`src/sv/hpi_pkg.sv`:
```
// Shared types and constants of the height profile interpolator.
`default_nettype none

package hpi_pkg;

    // Default table geometry
    localparam int LEVELS_DEF   = 16;
    localparam int PROFILES_DEF = 64;

    // Field widths
    localparam int HGT_W = 16;
    localparam int VAL_W = 32;
    localparam int ENT_W = HGT_W + 3 * VAL_W;
    localparam int DIF_W = VAL_W + 1;
    localparam int NUM_W = HGT_W + 1;
    localparam int PRD_W = DIF_W + NUM_W;
    localparam int MAG_W = 48;
    localparam int DVS_W = 16;
    localparam int STP_W = 6;

    // Entry layout in the table memory: height, transmission, upwelled, downwelled
    localparam int HGT_LSB = 3 * VAL_W;
    localparam int TRN_LSB = 2 * VAL_W;
    localparam int UPW_LSB = VAL_W;
    localparam int DNW_LSB = 0;

    // Operation codes
    localparam logic OPC_LOAD  = 1'b0;
    localparam logic OPC_QUERY = 1'b1;

    // Sequencer states
    typedef enum logic [2:0] {
        ST_IDLE,
        ST_SCAN,
        ST_SCAN_END,
        ST_RD_B,
        ST_RD_A,
        ST_LERP_LD,
        ST_LERP_RUN,
        ST_DONE
    } t_state;

    // Interpolation lane states
    typedef enum logic [2:0] {
        LS_IDLE,
        LS_MUL,
        LS_PREP,
        LS_DIV,
        LS_DONE
    } t_lerp_state;

    // Start and shared operands handed to each interpolation lane
    typedef struct packed {
        logic                    start;
        logic signed [NUM_W-1:0] num;
        logic signed [NUM_W-1:0] den;
    } t_lerp_req;

endpackage

`default_nettype wire

```
`src/sv/hpi_lerp.sv`:
```
// One interpolation lane: b + trunc((a - b) * num / den) with a bit-serial divide.
`default_nettype none

module hpi_lerp (
    input  wire logic                                i_clk,
    input  wire logic                                i_rst_n,
    input  wire hpi_pkg::t_lerp_req                  i_req,
    input  wire logic signed [hpi_pkg::VAL_W-1:0]    i_b,
    input  wire logic signed [hpi_pkg::VAL_W-1:0]    i_a,
    output logic                                     o_done,
    output logic signed [hpi_pkg::VAL_W-1:0]         o_res
);

    hpi_pkg::t_lerp_state r_state, n_state;

    logic signed [hpi_pkg::VAL_W-1:0] r_b;
    logic signed [hpi_pkg::DIF_W-1:0] r_diff;
    logic signed [hpi_pkg::NUM_W-1:0] r_num;
    logic signed [hpi_pkg::NUM_W-1:0] r_den;
    logic signed [hpi_pkg::PRD_W-1:0] r_prod;
    logic [hpi_pkg::MAG_W-1:0]        r_quo;
    logic [hpi_pkg::DVS_W-1:0]        r_rem;
    logic [hpi_pkg::DVS_W-1:0]        r_dvs;
    logic                             r_neg;
    logic [hpi_pkg::STP_W-1:0]        r_step;

    logic                             l_take;
    logic                             l_last;
    logic signed [hpi_pkg::PRD_W-1:0] l_prod_neg;
    logic signed [hpi_pkg::NUM_W-1:0] l_den_neg;
    logic [hpi_pkg::DVS_W:0]          l_shift;
    logic [hpi_pkg::DVS_W:0]          l_sub;
    logic                             l_qbit;
    logic [hpi_pkg::VAL_W-1:0]        l_q;

    // Next state
    always_comb begin
        n_state = r_state;
        unique case (r_state)
            hpi_pkg::LS_IDLE, hpi_pkg::LS_DONE: begin
                if (i_req.start) begin
                    n_state = hpi_pkg::LS_MUL;
                end
            end
            hpi_pkg::LS_MUL:  n_state = hpi_pkg::LS_PREP;
            hpi_pkg::LS_PREP: n_state = hpi_pkg::LS_DIV;
            hpi_pkg::LS_DIV: begin
                if (l_last) begin
                    n_state = hpi_pkg::LS_DONE;
                end
            end
            default: n_state = hpi_pkg::LS_IDLE;
        endcase
    end

    // Outputs and control
    always_comb begin
        l_take = i_req.start &&
                 (r_state == hpi_pkg::LS_IDLE || r_state == hpi_pkg::LS_DONE);
        l_last = (r_step == hpi_pkg::STP_W'(hpi_pkg::MAG_W - 1));
        o_done = (r_state == hpi_pkg::LS_DONE);
    end

    // Magnitudes and one restoring divide step
    always_comb begin
        l_prod_neg = -r_prod;
        l_den_neg  = -r_den;
        l_shift    = {r_rem, r_quo[hpi_pkg::MAG_W-1]};
        l_sub      = l_shift - {1'b0, r_dvs};
        l_qbit     = (l_shift >= {1'b0, r_dvs});
    end

    // Apply sign, add back to the lower value; a zero span returns the lower value
    always_comb begin
        l_q   = r_neg ? (hpi_pkg::VAL_W'(0) - r_quo[hpi_pkg::VAL_W-1:0])
                      : r_quo[hpi_pkg::VAL_W-1:0];
        o_res = (r_den == '0) ? r_b : (r_b + $signed(l_q));
    end

    always_ff @(posedge i_clk) begin
        if (!i_rst_n) begin
            r_state <= hpi_pkg::LS_IDLE;
        end else begin
            r_state <= n_state;
        end
    end

    // Datapath
    always_ff @(posedge i_clk) begin
        if (l_take) begin
            r_b    <= i_b;
            r_diff <= {i_a[hpi_pkg::VAL_W-1], i_a} - {i_b[hpi_pkg::VAL_W-1], i_b};
            r_num  <= i_req.num;
            r_den  <= i_req.den;
        end
        case (r_state)
            hpi_pkg::LS_MUL: begin
                r_prod <= r_diff * r_num;
            end
            hpi_pkg::LS_PREP: begin
                r_quo  <= r_prod[hpi_pkg::PRD_W-1] ? l_prod_neg[hpi_pkg::MAG_W-1:0]
                                                   : r_prod[hpi_pkg::MAG_W-1:0];
                r_dvs  <= r_den[hpi_pkg::NUM_W-1] ? l_den_neg[hpi_pkg::DVS_W-1:0]
                                                  : r_den[hpi_pkg::DVS_W-1:0];
                r_rem  <= '0;
                r_neg  <= r_prod[hpi_pkg::PRD_W-1] ^ r_den[hpi_pkg::NUM_W-1];
                r_step <= '0;
            end
            hpi_pkg::LS_DIV: begin
                r_quo  <= {r_quo[hpi_pkg::MAG_W-2:0], l_qbit};
                r_rem  <= l_qbit ? l_sub[hpi_pkg::DVS_W-1:0] : l_shift[hpi_pkg::DVS_W-1:0];
                r_step <= r_step + 1'b1;
            end
            default: begin
            end
        endcase
    end

endmodule

`default_nettype wire

```
`config.mk`:
```
export PLATFORM = sky130hd
export DESIGN_NAME = hpi_lerp
export DESIGN_NICKNAME = d
export VERILOG_FILES = /design/src/sv/hpi_pkg.sv /design/src/sv/hpi_lerp.sv
export SDC_FILE = /design/constraint.sdc
export NUM_CORES = 2
export LEC_CHECK = 0
export ABC_AREA = 1
export BUFFER_PORTS_ARGS = -buffer_cell sky130_fd_sc_hd__buf_2
export CORE_ASPECT_RATIO = 1.4
export CORE_MARGIN = 5
export CORE_UTILIZATION = 54
export CTS_CLUSTER_SIZE = 20
export DETAILED_ROUTE_END_ITERATION = 7
export HOLD_SLACK_MARGIN = 0.06
export PLACE_DENSITY = 0.72
export SLEW_MARGIN = 40
export SYNTH_ARGS = -nofsm -noshare
export SYNTH_HDL_FRONTEND = slang
export SYNTH_SLANG_ARGS = --single-unit
```
`constraint.sdc`:
```
create_clock -name i_clk -period 5.5 [get_ports i_clk]
set_input_delay 0.275 -clock i_clk [delete_from_list [all_inputs] [get_ports i_clk]]
set_output_delay 0.275 -clock i_clk [all_outputs]
set_load 0.02 [all_outputs]
```
==> results.txt <==
The wire-length estimate of the detail-placed layout is 98300 microns. The largest total area in the synthesized netlist belongs to sky130_fd_sc_hd__fa_1. Across every metal layer, demand over resource in global routing totals 32.6%. In this run, CTS created clock tree buffers numbering 30. The final worst setup slack came out at -292 ps. The die outline area came out at 74200 sq um. In the routed design, unresolved DRC markers number 0. The via count of the first global-routing pass was 35.6k. The starting density of the core came out at 54.6%.

The floorplan has 113 rows. The number of synthesized flops with an enable pin is 235. Synthesis produced 4853 cells. The buffer levels on the longest clock path came out at 3. The final wirelength is 122000 microns. The root cell of the clock tree is sky130_fd_sc_hd__clkbuf_16.

The cell count after placement came out at 6089. Data on the critical path is required at its endpoint by 5870 ps. The remaining antenna violation count after routing is 0.

The yosys synthesis warning count came out at 0. The number of distinct standard cells referenced by the synthesized netlist is 54. The H-tree depth reported by CTS came out at 1. The final weighted congestion in routability-driven placement is 1.00. STA classifies the critical path startpoint as a register. Among all cell types in the netlist, the one instantiated most often is sky130_fd_sc_hd__nand2_1. The synthesized design devotes to its leading area cell type 29.0% of total area. The path class of the tightest hold or removal check is input port to register. The area added between synthesis and finish came out at 22.8%. The number of nets produced by synthesis came out at 5693.

Counting flops with an async set or reset pin after synthesis yields a share of 0%. For this design the top-level I/O count stands at 134. The total global routing overflow is 0. By count the netlist is led by 1272 x sky130_fd_sc_hd__nand2_1, 1166 x sky130_fd_sc_hd__inv_1, 539 x sky130_fd_sc_hd__fa_1.

The reported max-cap violation count is 0. From bottom edge to top edge, the die measures 320 microns. The run finished, with violations left. The final layout net count is 6155. The worst relative slew slack is 47.7%.

The maximum net fanout on the critical path is 17. The detailed-route vias per instance came out at 5.35. The worst setup path is captured at a register.

After detailed routing, the average wire length per cell comes to 19.5 microns. The first-pass GRT wire length is 189000 microns. After synthesis, the cell types taking the most area are sky130_fd_sc_hd__fa_1 29%, sky130_fd_sc_hd__edfxtp_1 19%, sky130_fd_sc_hd__nand2_1 13%. In this run the mean area of a mapped cell was 7.65 sq um. The count of final hold-check violations is 0.

The post-route non-filler standard cell count came out at 6259. The max-slew violation count came out at 0. Clock latency on the worst-skew pair, taken at its later pin, is 640 ps. The critical path in this run is classified as register to register. The routed design could run at a clock period as short as 5790 ps. The post-route clock skew came out at 25.5 ps. The initial antenna violation count is 2. CTS saw 238 sinks. The total iterations of the first detailed-routing run is 6.

The standard cell core area is 68000 sq um. The number of port buffers came out at 133. The maximum number of pins on one net before global-route repair is 100. After the first detailed-routing iteration, the DRC count stood at 2217.

The count of inserted antenna diode cells is 0. Setup repair after global routing could not meet its margin everywhere. The count of vias placed by the detailed router is 33.5k.

The slew at the pin closest to its max-slew limit came out at 785 ps. After synthesis the cells add up to 37100 sq um. The clock transition time at the flip-flop clock pins of the worst setup and hold paths is 60 ps. The predominant post-synthesis flop cell is sky130_fd_sc_hd__edfxtp_1. The number of flip-flops and latches in the synthesized netlist is 238. The post-route fraction of the period consumed by the critical path came out at 105%. The sequential element share of the synthesized area came out at 19.2%. Derived from the worst setup path, the maximum achievable clock frequency is 0.173 GHz.

The arrival time of the worst setup path came out at 6160 ps. The horizontal extent of the die came out at 232 microns. The final setup violation count is 35. The layout cell share with drive strength beyond 1 is 19.6%. TritonCTS built the clock tree. The checks that failed: setup timing.
## stage by stage
| stage | setup WS, ps | hold slack, ps | setup TNS, ps | util, % | instance area, sq um |
|---|---|---|---|---|---|
| after detailed placement | -632 | 433 | -15370 | 60.8 | 41400 |
| after CTS | -233 | 66.4 | -4480 | 65.7 | 44700 |
| after global routing | -454 | 96.4 | -11360 | 67.1 | 45600 |
| final | -292 | 81.0 | -6310 | 67.1 | 45600 |
| after floorplan | -3.79 | 374 | -3.79 | - | 37300 |
| after global placement | -613 | 450 | -14350 | 60.8 | 41400 |
## worst paths after layout
path                           start                    to  slack (ps)  cells past startpoint
setup / recovery  r_num[5]$_DFFE_PP_  r_prod[37]$_DFFE_PP_        -290                     21
setup reg to reg  r_num[5]$_DFFE_PP_  r_prod[37]$_DFFE_PP_        -290                     21
hold reg to reg   r_den[0]$_DFFE_PP_    r_dvs[0]$_DFFE_PP_         460                      0
hold / removal                i_a[0]   r_diff[0]$_DFFE_PP_          80                      4
## final cells by class
cell class / instances / area (sq um)
Clock buffer: 31 / 754
Clock inverter: 25 / 329
Fill cell: 5617 / 22400
Inverter: 1181 / 4440
Multi-Input combinational cell: 3266 / 26900
Sequential cell: 238 / 7120
Tap cell: 920 / 1150
Timing Repair Buffer: 598 / 4980
## repair_timing
item | 4_1_cts | 5_1_grt
buffers inserted | 30 | 18
endpoints found under the hold margin | 69 | 0
hold buffers | 68 | 0
gates resized for setup | 359 | 214
pin swaps | 127 | 129
gates cloned | 1 | 2
endpoints found under the setup margin | 37 | 39
## sequential cells by signal, summed over array words and instances (netlist names)
name     flops
r_b         32
r_den       17
r_diff      33
r_dvs       16
r_neg        1
r_num       17
r_prod      49
r_quo       48
r_rem       16
r_state      3
r_step       6
## critical path: stages (launching register included)
cell                       delay (ps)
sky130_fd_sc_hd__edfxtp_1         470
sky130_fd_sc_hd__buf_12           200
sky130_fd_sc_hd__buf_6            140
sky130_fd_sc_hd__nand2_1           60
sky130_fd_sc_hd__inv_1             50
sky130_fd_sc_hd__fa_1             520
sky130_fd_sc_hd__inv_1             50
sky130_fd_sc_hd__fa_2             530
sky130_fd_sc_hd__fa_2             460
sky130_fd_sc_hd__fa_1             590
sky130_fd_sc_hd__inv_1             60
sky130_fd_sc_hd__fa_1             460
sky130_fd_sc_hd__fa_1             530
sky130_fd_sc_hd__ha_4             360
sky130_fd_sc_hd__nand2_4          100
sky130_fd_sc_hd__nor2_4           140
sky130_fd_sc_hd__buf_4            120
sky130_fd_sc_hd__nand4_1          170
sky130_fd_sc_hd__nor2_2           180
sky130_fd_sc_hd__nand3_1          110
sky130_fd_sc_hd__nand3_2          100
sky130_fd_sc_hd__xor2_2            90
## cells in the final DEF, fill, tap and decap left out, types with 15 or more instances in the layout
master,count
sky130_fd_sc_hd__a21oi_1,108
sky130_fd_sc_hd__a21oi_2,41
sky130_fd_sc_hd__a21oi_4,21
sky130_fd_sc_hd__a31oi_1,15
sky130_fd_sc_hd__buf_12,32
sky130_fd_sc_hd__buf_2,133
sky130_fd_sc_hd__buf_4,306
sky130_fd_sc_hd__buf_6,55
sky130_fd_sc_hd__clkbuf_16,32
sky130_fd_sc_hd__dlygate4sd3_1,68
sky130_fd_sc_hd__edfxtp_1,235
sky130_fd_sc_hd__fa_1,504
sky130_fd_sc_hd__fa_2,35
sky130_fd_sc_hd__ha_1,159
sky130_fd_sc_hd__ha_4,39
sky130_fd_sc_hd__inv_1,1085
sky130_fd_sc_hd__inv_2,92
sky130_fd_sc_hd__nand2_1,1209
sky130_fd_sc_hd__nand2_2,55
sky130_fd_sc_hd__nand2_4,27
sky130_fd_sc_hd__nand3_1,186
sky130_fd_sc_hd__nand4_1,42
sky130_fd_sc_hd__nor2_1,298
sky130_fd_sc_hd__nor2_2,25
sky130_fd_sc_hd__nor2_4,50
sky130_fd_sc_hd__nor3_1,27
sky130_fd_sc_hd__o21ai_0,115
sky130_fd_sc_hd__o21ai_1,29
sky130_fd_sc_hd__o21bai_1,19
sky130_fd_sc_hd__xnor2_1,40
sky130_fd_sc_hd__xor2_1,96
## cell families (layout without fill, tap and decap cells)
group	after synthesis	after routing	share of synthesized area [%]
buf+inv	1349	1835	13.9
compound gates	406	406	6.09
flops	238	238	19.2
simple gates	1975	1975	21.6
xor+xnor	146	146	3.44
fa+ha+maj	739	739	35.8
## per-layer routing
metal | vias to the layer above | wire length, microns | GRT usage (%)
met4 | 0 | 11100 | 22.7
met3 | 484 | 6020 | 3.29
met5 | - | 0 | 0
met1 | 16203 | 41800 | 34.6
met2 | 1294 | 62900 | 60.4
li1 | 15483 | - | -
Power is not shown: default switching activity piles up to over one toggle a cycle in this logic, so the estimate is an artifact.
